<file path="src/rtl/tkd_pkg.sv">
// Shared types and constants of the three-key debounce and chord decoder.
`default_nettype none
package tkd_pkg;

	// Configuration register indexes
	localparam int CFG_INDEX_W = 1;
	localparam logic [CFG_INDEX_W-1:0] REG_DEBOUNCE    = 1'd0;
	localparam logic [CFG_INDEX_W-1:0] REG_SHORT_PRESS = 1'd1;

	// Register reset values (ms)
	localparam logic [15:0] DEBOUNCE_RESET    = 16'd20;
	localparam logic [15:0] SHORT_PRESS_RESET = 16'd800;

	// Bit positions in the pressed and edge masks
	localparam int KEY_BACK    = 0;
	localparam int KEY_DOWN    = 1;
	localparam int KEY_UP      = 2;
	localparam int KEY_POWER   = 3;
	localparam int KEY_CONFIRM = 4;

	// Stream widths
	localparam int S_DATA_W = 40;
	localparam int M_DATA_W = 80;

	// Per-key filter status for the current poll
	typedef struct packed {
		logic stable;   // stable level after this poll
		logic changed;  // stable level changed on this poll
	} key_stat_t;

endpackage
`default_nettype wire

</file>
<file path="src/rtl/tkd_key_filter.sv">
// Debounce filter for one key: raw level history, change timer and stable level.
`default_nettype none
module tkd_key_filter #(
	parameter int TIME_WIDTH = 32
) (
	input  wire logic                  clk,
	input  wire logic                  arst_n,
	input  wire logic                  en,
	input  wire logic                  raw,
	input  wire logic [TIME_WIDTH-1:0] now,
	input  wire logic [15:0]           debounce_time,
	output tkd_pkg::key_stat_t         stat
);
	import tkd_pkg::*;

	logic                  last_raw_q;
	logic                  stable_q;
	logic [TIME_WIDTH-1:0] change_time_q;
	logic [TIME_WIDTH-1:0] elapsed;
	logic                  raw_moved;
	logic                  settle;

	// A raw change restarts the timer; an old enough level becomes stable
	always_comb begin
		elapsed   = now - change_time_q;
		raw_moved = raw != last_raw_q;
		settle    = !raw_moved && (raw != stable_q) &&
		            (elapsed >= TIME_WIDTH'(debounce_time));
		stat.changed = settle;
		stat.stable  = settle ? raw : stable_q;
	end

	always_ff @(posedge clk or negedge arst_n) begin
		if (!arst_n) begin
			last_raw_q    <= 1'b0;
			stable_q      <= 1'b0;
			change_time_q <= '0;
		end else if (en) begin
			if (raw_moved) begin
				last_raw_q    <= raw;
				change_time_q <= now;
			end
			stable_q <= stat.stable;
		end
	end

endmodule
`default_nettype wire

</file>
<file path="src/rtl/three_key_debounce_chord_decoder.sv">
// Top level: input register, key filters, chord and hold decode, result register.
//
//  channel  | dir | fields (low bit first)
//  ---------+-----+-----------------------------------------------------------
//  s_axis   | in  | time_ms[31:0], raw_power, raw_down, raw_up
//  m_axis   | out | pressed_mask[3:0], press_edges[4:0], release_edges[3:0],
//           |     | held_time[31:0], power_held_time[31:0]
//  cfg      | in  | index 0 debounce_time, index 1 short_press_limit
//
// One poll per cycle sustained while m_tready is high; a beat passes the input
// register, then the result register. The key state updates as a poll
// moves into the result register. When m_tready is low the result register
// holds and the input register still takes one more beat if it is empty.
// Reset clears all key state, the valid flags and restores both config registers.
`default_nettype none
module three_key_debounce_chord_decoder #(
	parameter int TIME_WIDTH = 32
) (
	input  wire logic                          clk,
	input  wire logic                          arst_n,
	input  wire logic                          s_tvalid,
	output logic                               s_tready,
	// time_ms[31:0], raw_power[32], raw_down[33], raw_up[34], zero pad
	input  wire logic [tkd_pkg::S_DATA_W-1:0]  s_tdata,
	output logic                               m_tvalid,
	input  wire logic                          m_tready,
	// pressed_mask[3:0], press_edges[8:4], release_edges[12:9],
	// held_time[44:13], power_held_time[76:45], zero pad
	output logic [tkd_pkg::M_DATA_W-1:0]       m_tdata,
	input  wire logic                          cfg_we,
	input  wire logic [tkd_pkg::CFG_INDEX_W-1:0] cfg_index,
	input  wire logic [15:0]                   cfg_data
);
	import tkd_pkg::*;

	logic [15:0] debounce_time_q;
	logic [15:0] short_press_limit_q;

	logic        v_s1;
	logic [31:0] time_s1;
	logic        rp_s1, rd_s1, ru_s1;
	logic        adv;
	logic        out_free;

	logic [TIME_WIDTH-1:0] now;
	key_stat_t             st_pwr, st_down, st_up;

	logic                  chord_active_q;
	logic [1:0]            nav_prev_q;
	logic [TIME_WIDTH-1:0] power_press_q;
	logic [TIME_WIDTH-1:0] hold_start_q;
	logic                  hold_valid_q;

	logic                  chord;
	logic [1:0]            nav;
	logic [3:0]            pressed;
	logic [4:0]            pe;
	logic [3:0]            re;
	logic                  any_held;
	logic [TIME_WIDTH-1:0] power_press_nx;
	logic [TIME_WIDTH-1:0] hold_start_nx;
	logic [TIME_WIDTH-1:0] release_span;
	logic [TIME_WIDTH-1:0] held;
	logic [TIME_WIDTH-1:0] pheld;

	logic [M_DATA_W-1:0]   res_q;
	logic                  m_valid_q;

	// Configuration registers
	always_ff @(posedge clk or negedge arst_n) begin
		if (!arst_n) begin
			debounce_time_q     <= DEBOUNCE_RESET;
			short_press_limit_q <= SHORT_PRESS_RESET;
		end else if (cfg_we) begin
			case (cfg_index)
				REG_DEBOUNCE:    debounce_time_q     <= cfg_data;
				REG_SHORT_PRESS: short_press_limit_q <= cfg_data;
				default: ;
			endcase
		end
	end

	// Handshake: result register frees when empty or taken
	assign out_free = !m_valid_q || m_tready;
	assign adv      = v_s1 && out_free;
	assign s_tready = !v_s1 || out_free;

	// Input register
	always_ff @(posedge clk or negedge arst_n) begin
		if (!arst_n) begin
			v_s1 <= 1'b0;
		end else if (s_tready) begin
			v_s1 <= s_tvalid;
		end
	end

	always_ff @(posedge clk) begin
		if (s_tready && s_tvalid) begin
			time_s1 <= s_tdata[31:0];
			rp_s1   <= s_tdata[32];
			rd_s1   <= s_tdata[33];
			ru_s1   <= s_tdata[34];
		end
	end

	assign now = TIME_WIDTH'(time_s1);

	// Key filters
	tkd_key_filter #(.TIME_WIDTH(TIME_WIDTH)) u_pwr (
		.clk(clk), .arst_n(arst_n), .en(adv), .raw(rp_s1), .now(now),
		.debounce_time(debounce_time_q), .stat(st_pwr)
	);
	tkd_key_filter #(.TIME_WIDTH(TIME_WIDTH)) u_down (
		.clk(clk), .arst_n(arst_n), .en(adv), .raw(rd_s1), .now(now),
		.debounce_time(debounce_time_q), .stat(st_down)
	);
	tkd_key_filter #(.TIME_WIDTH(TIME_WIDTH)) u_up (
		.clk(clk), .arst_n(arst_n), .en(adv), .raw(ru_s1), .now(now),
		.debounce_time(debounce_time_q), .stat(st_up)
	);

	// Chord, nav, power and hold decode
	always_comb begin
		pressed = '0;
		pe      = '0;
		re      = '0;
		nav     = '0;

		chord = st_down.stable && st_up.stable;
		pe[KEY_BACK] = chord && !chord_active_q;
		re[KEY_BACK] = !chord && chord_active_q;
		pressed[KEY_BACK] = chord;

		// nav keys report only outside a chord
		if (st_down.stable && !chord) begin
			pressed[KEY_DOWN] = 1'b1;
			nav[0]            = 1'b1;
			pe[KEY_DOWN]      = st_down.changed;
		end
		re[KEY_DOWN] = st_down.changed && !st_down.stable && nav_prev_q[0];

		if (st_up.stable && !chord) begin
			pressed[KEY_UP] = 1'b1;
			nav[1]          = 1'b1;
			pe[KEY_UP]      = st_up.changed;
		end
		re[KEY_UP] = st_up.changed && !st_up.stable && nav_prev_q[1];

		// power: confirm on a short hold, measured from the old press time
		release_span       = now - power_press_q;
		pressed[KEY_POWER] = st_pwr.stable;
		if (st_pwr.changed && !st_pwr.stable) begin
			pe[KEY_CONFIRM] = release_span < TIME_WIDTH'(short_press_limit_q);
			re[KEY_POWER]   = 1'b1;
		end
		pe[KEY_POWER] = st_pwr.changed && st_pwr.stable;
		power_press_nx = (st_pwr.changed && st_pwr.stable) ? now : power_press_q;

		// hold timer from the first key held
		any_held = st_pwr.stable || st_down.stable || st_up.stable;
		if (!any_held) begin
			hold_start_nx = '0;
		end else if (!hold_valid_q) begin
			hold_start_nx = now;
		end else begin
			hold_start_nx = hold_start_q;
		end
		held  = any_held ? (now - hold_start_nx) : '0;
		pheld = st_pwr.stable ? (now - power_press_nx) : '0;
	end

	// Decoder state
	always_ff @(posedge clk or negedge arst_n) begin
		if (!arst_n) begin
			chord_active_q <= 1'b0;
			nav_prev_q     <= '0;
			power_press_q  <= '0;
			hold_start_q   <= '0;
			hold_valid_q   <= 1'b0;
		end else if (adv) begin
			chord_active_q <= chord;
			nav_prev_q     <= nav;
			power_press_q  <= power_press_nx;
			hold_start_q   <= hold_start_nx;
			hold_valid_q   <= any_held;
		end
	end

	// Result register
	always_ff @(posedge clk or negedge arst_n) begin
		if (!arst_n) begin
			m_valid_q <= 1'b0;
		end else if (out_free) begin
			m_valid_q <= v_s1;
		end
	end

	always_ff @(posedge clk) begin
		if (adv) begin
			res_q <= {3'b000, 32'(pheld), 32'(held), re, pe, pressed};
		end
	end

	assign m_tvalid = m_valid_q;
	assign m_tdata  = res_q;

endmodule
`default_nettype wire

</file>
<file path="config.mk">
export PLATFORM = sky130hd
export DESIGN_NAME = three_key_debounce_chord_decoder
export DESIGN_NICKNAME = d
export VERILOG_FILES = /design/src/rtl/tkd_pkg.sv /design/src/rtl/tkd_key_filter.sv /design/src/rtl/three_key_debounce_chord_decoder.sv
export SDC_FILE = /design/constraint.sdc
export NUM_CORES = 1
export LEC_CHECK = 0
export ABC_AREA = 1
export BUFFER_PORTS_ARGS = -buffer_cell sky130_fd_sc_hd__buf_4
export CAP_MARGIN = 20
export CORE_ASPECT_RATIO = 1.75
export CORE_MARGIN = 2
export CORE_UTILIZATION = 52
export CTS_CLUSTER_SIZE = 28
export DETAILED_ROUTE_END_ITERATION = 16
export GPL_ROUTABILITY_DRIVEN = 0
export PLACE_DENSITY = 0.69
export SLEW_MARGIN = 10
export SYNTH_ARGS = -nofsm -noshare
export SYNTH_HDL_FRONTEND = slang
export SYNTH_SLANG_ARGS = --single-unit
</file>
<file path="constraint.sdc">
create_clock -name clk -period 10.9 [get_ports clk]
set_input_delay 1.635 -clock clk [delete_from_list [all_inputs] [get_ports clk]]
set_output_delay 1.635 -clock clk [all_outputs]
set_load 0.01 [all_outputs]
</file>
==> summary.md, run 1 <==
| Metric | Value |
|---|---|
| Number of antenna-violating nets in the routed design | 0 |
| Relative slew slack | 0.391 |
| Clock root cell | clkbuf_16 |
| Slowest stage delay, CP | 0.74 ns |
| Setup Viol. Count Final | 0 |
| DP HPWL | 58900 µm |
| Core Footprint | 47600 µm² |
| Synth Instances | 3460 |
| Total die area | about 50000 µm² |
| Global Route Usage Sum | 0.306 |
| Remaining DRCs | 0 |
| Sequential share of the synthesized area | 0.339 |
| Worst reg2reg path depth | 41 |
| Finished Core Util | 0.583 |
| P per Cell Area | between 300 and 400 nW/µm² |
| First-pass GRT wire length | 120000 µm |
| Crit. End Element | flop |
| WP data arrival | 8.79 ns |
| Setup Buffers After CTS | 0 |
| Synth Flop Type | dfrtp_1 |
| Post-Route WL | roughly 76000 µm |
| Ratio of cells with drive above 1 in the final layout | 0.0797 |
| Initial Util | 0.524 |
| Most numerous cell on the critical path | nand2_1 |
| Largest net degree at the start of global routing | 84 |
| Post-synth EDFFs | ~110 |
| FP Rows | 106 |
| Mean area per synthesized cell | 7.22 µm² |
| GRT Residual Overflow | 0 |
| CTS tree | built |
| Clock Skew | 0.0206 ns |
| Die width | 170 µm |
| Area grow syn2layout | 11.2% |
| Final net count | 3886 |
| Clk Latency, worst-skew pair | ~0.55 ns |
| Clk buf depth | 3 |
| Htree depth | 2 |
| CTS clk-pin slew, worst paths | 0.06 ns |
| Final hold vios | 0 |
| CP Class | flop to flop |
| Slew Viols, Final | 0 |
| PortBufs | between 100 and 150 |
| 1st-pass router iterations | 7 |
| Total number of yosys warnings | 0 |
| Critical path peak fanout | 63 |
| Slew @ Worst Pin | ~0.91 ns |
| Clock Sinks | 316 |
| Setup TNS | 0 ns |
| Num CTS Buffers | 34 |
| Hold buffer count at cts | 0 |
| Num ports | between 100 and 150 |
| Yosys reg bits | between 300 and 400 |
| Leakage | roughly 14 nW |
| Share of the synthesized area in the top cell type | 0.199 |
| Max Fclk | 0.117 GHz |
| RSZ-0062 raised after global routing | false |
| Setup crit start kind | flop |
| R2R Setup Slk | 2.39 ns |
| Hold Path Depth | 2 |
| Die Y | about 300 µm |
| WL/cell | roughly 18 µm |
| FFs w/ async S/R, synth | 0.646 |
| Worst VDD drop | 220 µV |
| Via count | between 20000 and 25000 |
| Synth cell types | 55 |
| Final period util | 0.781 |
| Cell taking the most area after synthesis | dfrtp_1 |
| Area contributors post-synth | dfrtp_1, nand2_1, edfxtp_1, ha_1, inv_1 |
| Worst path required time | 11.18 ns |
| Post-CTS sizing | 0 |
| Status | finished clean |
| Post-Syn Area | 25000 µm² |
| Initial drt markers | 1644 |
| N_diodes | 0 |
| Max_cap viols | 0 |
| Number of global-route vias before repair | 24100 |
| Slowest cell on crit path | edfxtp_1 |
| Hold Crit Class | flop to flop |
| Initial antenna violation count | 0 |
| Vias per cell | 5.65 |
| Fin crit period | 8.51 ns |
[synth_stat cells, drive strengths merged (7+ instances only)]
| library cell | n |
|---|---|
| inv | 530 |
| o211ai | 9 |
| a21oi | 237 |
| o221ai | 7 |
| nor2 | 252 |
| edfxtp | 112 |
| a31oi | 15 |
| nand3 | 149 |
| o21ai | 333 |
| nor3 | 26 |
| nand2 | 985 |
| nand3b | 10 |
| o21bai | 12 |
| xnor2 | 45 |
| clkbuf | 48 |
| buf | 26 |
| a21boi | 8 |
| dfrtp | 199 |
| o21a | 12 |
| a21o | 17 |
| xor2 | 88 |
| or2 | 8 |
| nand4 | 46 |
| ha | 243 |
[metrics by stage]
step | hold slack (ns) | power [mW] | std cells | worst slack (ns) | area (µm²)
2_1_floorplan | 0.442 | 6.14 | 3462 | 4.74 | 25000
3_3_place_gp | 0.457 | 7.50 | 4131 | 2.59 | 26500
3_5_place_dp | 0.459 | 7.66 | 4131 | 2.46 | 26500
4_1_cts | 0.478 | 8.98 | 4193 | 2.44 | 27700
5_1_grt | 0.494 | 9.87 | 4195 | 1.66 | 27800
6_report | 0.478 | 9.05 | 4195 | 2.39 | 27800
[final cells by class]
class                      count  area, µm²
multi-input combinational   2542      14200
inverter                     530       1990
sequential                   316       8470
clock buffer                  46        972
fill                        4504      19800
tap                          594        743
timing repair buffer         151       1170
clock inverter                16        236
[power by group]
group          total, mW  switching [mW]  internal [mW]  leakage [nW]
Combinational       5.77            3.68           2.09          9.97
Clock               1.26           0.509          0.752         0.591
Sequential          2.02           0.243           1.78          3.62
Total               9.05            4.43           4.62          14.2
[cell families after synthesis]
group                      share of synthesized area
DFF                                            0.339
adders and majority gates                      0.127
AOI/OAI and AO/OA                              0.145
other                                       0.000150
and+or+nand+nor                                0.249
buffers and inverters                         0.0937
xor gates and xnor gates                      0.0467
[state kept, by name, indices dropped and copies added, names as in the netlist, 2 cells and up]
register / count
m_tdata: 77
nav_prev_q: 2
u_down.change_time_q: 32
power_press_q: 32
debounce_time_q: 16
now: 32
short_press_limit_q: 16
u_up.change_time_q: 32
hold_start_q: 32
u_pwr.change_time_q: 32
[layer usage]
layer | GRT usage | wire length, µm
met1 | 0.312 | 27300
met2 | 0.573 | 38900
met3 | 0.0338 | 3730
met4 | 0.218 | 5940
met5 | 0 | 0
[worst max-delay path: cells and delay by family, from the launching register on]
| family | cells | cell delay, ns |
|---|---|---|
| AOI/OAI and AO/OA | 11 | 2.24 |
| xor gates and xnor gates | 2 | 0.37 |
| adders and majority gates | 3 | 1.27 |
| buffers and inverters | 6 | 1.66 |
| DFF | 1 | 0.74 |
| and+or+nand+nor | 19 | 1.98 |
[cell usage in the layout, fill, tap and decap left out, types with 5 or more instances in the layout]
master and n:
nand3_2 11, nand3_1 136, and2_1 6, dfrtp_1 199, a31oi_1 15, or2_2 6
clkinv_2 5, nor2_1 242, nand4_1 46, a21oi_1 232, nand3b_1 10, o21ai_0 311
bufinv_16 5, nor3_1 26, edfxtp_1 112, xnor2_1 45, a211oi_1 5, o21a_1 12
inv_1 520, nor4_1 6, dfstp_2 5, ha_1 243, nand2_2 16, xor2_1 88
o21ai_1 16, nor2_2 9, clkbuf_16 36, o221ai_1 7, a21o_1 17, o21ai_2 6
inv_2 9, o21bai_1 11, fa_1 6, buf_4 148, clkbuf_1 6, a21oi_2 5
o211ai_1 9, nand2_1 966
[path summary, 6_finish.rpt]
check / startpoint / end
max: now[1]$_DFFE_PP_ / m_tdata[39]$_SDFFCE_PN0P_
min: hold_start_q[29]$_DFFE_PN0P_ / hold_start_q[29]$_DFFE_PN0P_
max reg2reg: now[1]$_DFFE_PP_ / m_tdata[39]$_SDFFCE_PN0P_
min reg2reg: hold_start_q[29]$_DFFE_PN0P_ / hold_start_q[29]$_DFFE_PN0P_
max in group asynchronous: arst_n / hold_start_q[8]$_DFFE_PN0P_
min in group asynchronous: arst_n / hold_start_q[0]$_DFFE_PN0P_
Note: power is estimated with default switching activity, not from simulation.
==> inputs of run 2 (changes only) <==
- clock period: 10.9 -> 8.7 ns (I/O delays scaled with it)
==> run 2 against run 1 <==
Effect of this change:
- die area unchanged
- worst setup slack got worse by 1.6 ns
- clock power increased by 19%
- largest power group unchanged
- worst hold slack improved by 0.0017 ns
- flip-flop and latch count unchanged
- largest cell class unchanged
- critical path type unchanged
- sequential share of layout area increased by 0.062 points
- cell area decreased by 0.20%
- clock skew increased by 0.0024 ns
- total power increased by 25%
==> summary.md, run 2 (synthesis gave the netlist of run 1 again) <==
| Metric | Value |
|---|---|
| Commonest non-fill, non-tap cell in the layout | nand2_1 (unchanged) |
| Post-CTS sizing | 0 (unchanged) |
| Total die area | 49900 µm² (unchanged) |
| Initial antenna violation count | 0 (unchanged) |
| GRT Residual Overflow | 0 (unchanged) |
| P per Cell Area | 408 nW/µm² (was 326 nW/µm²) |
| Setup Buffers After CTS | 0 (unchanged) |
| Initial drt markers | 1700 (was 1644) |
| Most frequent cells in the layout | nand2_1, inv_1, o21ai_0 (unchanged) |
| Post-Route WL | 76400 µm (was 75800 µm) |
| Status | finished clean (unchanged) |
| Setup TNS | 0 ns (unchanged) |
| Clk buf depth | 3 (unchanged) |
| Cell family with most CP delay | simple AND/OR/NAND/NOR gates (was compound AO/OA/AOI/OAI gates) |
| Buf/Inv on CP | 4 (was 6) |
| Clock root cell | clkbuf_16 (unchanged) |
| DP HPWL | 59000 µm (was 58900 µm) |
| Die width | 170 µm (unchanged) |
| Critical path peak fanout | 53 (was 63) |
| Total power | 11.3 mW (was 9.05 mW) |
| PortBufs | 135 (unchanged) |
| Max reg flops | 77 (unchanged) |
| Ratio of cells with drive above 1 in the final layout | 0.0807 (was 0.0797) |
| Final net count | 3891 (was 3886) |
| Placed cells | 4138 (was 4131) |
| FP Rows | 106 (unchanged) |
| Vias per cell | 5.66 (was 5.65) |
| Number of antenna-violating nets in the routed design | 0 (unchanged) |
| Finished Core Util | 0.582 (was 0.583) |
| Area grow syn2layout | 11.0% (was 11.2%) |
| CP Class | flop to flop (unchanged) |
| N_diodes | 0 (unchanged) |
| RSZ-0062 raised after global routing | false (unchanged) |
| Worst path required time | 9.00 ns (was 11.18 ns) |
| CTS clk-pin slew, worst paths | 0.07 ns (was 0.06 ns) |
| Largest net degree at the start of global routing | 84 (unchanged) |
| Via count | 23800 (was 23700) |
| Setup Viol. Count Final | 0 (unchanged) |
| Leakage | 14.2 nW (about the same) |
| Num ports | 144 (unchanged) |
| Hold Crit Class | flop to flop (unchanged) |
| Remaining DRCs | 0 (unchanged) |
| Slowest stage delay, CP | 0.61 ns (was 0.74 ns) |
| Clock Sinks | 316 (unchanged) |
| Setup crit start kind | flop (unchanged) |
| Slew @ Worst Pin | 1.10 ns (was 0.911 ns) |
| Num CTS Buffers | 34 (unchanged) |
| First-pass GRT wire length | 119000 µm (was 120000 µm) |
| Global Route Usage Sum | 0.306 (about the same) |
| Final setup margin | 0.829 ns (was 2.39 ns) |
| CTS tree | built (unchanged) |
| WL/cell | 18.2 µm (was 18.1 µm) |
| Fin crit period | 7.87 ns (was 8.51 ns) |
| WP data arrival | 8.17 ns (was 8.79 ns) |
| Relative slew slack | 0.267 (was 0.391) |
| Final hold vios | 0 (unchanged) |
| Die Y | 294 µm (unchanged) |
| Core Footprint | 47600 µm² (unchanged) |
| Crit. End Element | flop (unchanged) |
| Worst VDD drop | 230 µV (was 220 µV) |
| Slowest cell on crit path | edfxtp_1 (unchanged) |
| # fillers | 4435 (was 4504) |
| Htree depth | 2 (unchanged) |
| Most numerous cell on the critical path | nand2_1 (unchanged) |
| Max Fclk | 0.127 GHz (was 0.117 GHz) |
| Clk Latency, worst-skew pair | 0.56 ns (was 0.55 ns) |
| Hold buffer count at cts | 0 (unchanged) |
| 1st-pass router iterations | 11 (was 7) |
| Layout Cells excl Fill | 4200 (was 4195) |
| Initial Util | 0.524 (unchanged) |
| Max_cap viols | 0 (unchanged) |
| Worst slack, placed | 0.972 ns (was 2.46 ns) |
| Number of global-route vias before repair | 24000 (was 24100) |
| Final period util | 0.905 (was 0.781) |
| Slew Viols, Final | 0 (unchanged) |
| Clock Skew | 0.0230 ns (was 0.0206 ns) |
==> run 2: cell types whose count changed in the layout (fill, tap and decap cells not counted) <==
cell,change
buf_4,+7
clkbuf_1,-1
buf_12,-1
clkinvlp_4,+1
buf_16,-1
clkinv_1,+2
clkinv_8,+1
clkinv_4,-1
inv_6,+2
clkbuf_4,-1
bufinv_16,-3
==> run 2: worst register-to-register path: cells and delay by family (launching register included) <==
family	cells	cell delay, ns
and+or+nand+nor	18	3.15
xor gates and xnor gates	2	0.29
adders and majority gates	2	0.70
buffers and inverters	4	0.84
DFF	1	0.61
AOI/OAI and AO/OA	10	2.02
==> run 2: cell type report <==
| class | instances | area [µm²] | share of cell area |
|---|---|---|---|
| inverters | 530 | 1990 | 0.0719 |
| multi-input cells | 2542 | 14200 | 0.512 |
| flip-flops and latches | 316 | 8470 | 0.306 |
| clock inverters | 18 | 186 | 0.00673 |
| repair buffers | 156 | 1180 | 0.0425 |
| clock buffers | 44 | 961 | 0.0347 |
| well taps | 594 | 743 | 0.0268 |
==> run 2: stage by stage <==
step / cell area (µm²) / hold WS (ns)
6_report: 27700 / 0.480
5_1_grt: 27700 / 0.499
4_1_cts: 27700 / 0.482
3_5_place_dp: 26600 / 0.465
3_3_place_gp: 26600 / 0.459
2_1_floorplan: 25000 / 0.442
==> run 2: per-layer routing <==
layer  vias up  share of wire  GRT usage
li1      11500              -          -
met1     11000           0.35      0.309
met2       898           0.51      0.573
met3       352          0.052     0.0347
met4         0          0.082      0.219
met5         -              0          0
==> run 2: final timing paths <==
kind	from	slack, ns	cells past startpoint	to
min in group asynchronous	arst_n	0.79	1	hold_start_q[0]$_DFFE_PN0P_
max	now[17]$_DFFE_PP_	0.83	36	m_tdata[39]$_SDFFCE_PN0P_
min	hold_start_q[17]$_DFFE_PN0P_	0.48	2	hold_start_q[17]$_DFFE_PN0P_
max reg2reg	now[17]$_DFFE_PP_	0.83	36	m_tdata[39]$_SDFFCE_PN0P_
max in group asynchronous	arst_n	6.46	2	power_press_q[16]$_DFFE_PN0P_
min reg2reg	hold_start_q[17]$_DFFE_PN0P_	0.48	2	hold_start_q[17]$_DFFE_PN0P_
==> run 2: power by group <==
part / internal [mW] / switching, mW
sequential: 2.23 / 0.301
clock: 0.853 / 0.651
combinational: 2.62 / 4.66
total: 5.70 / 5.61
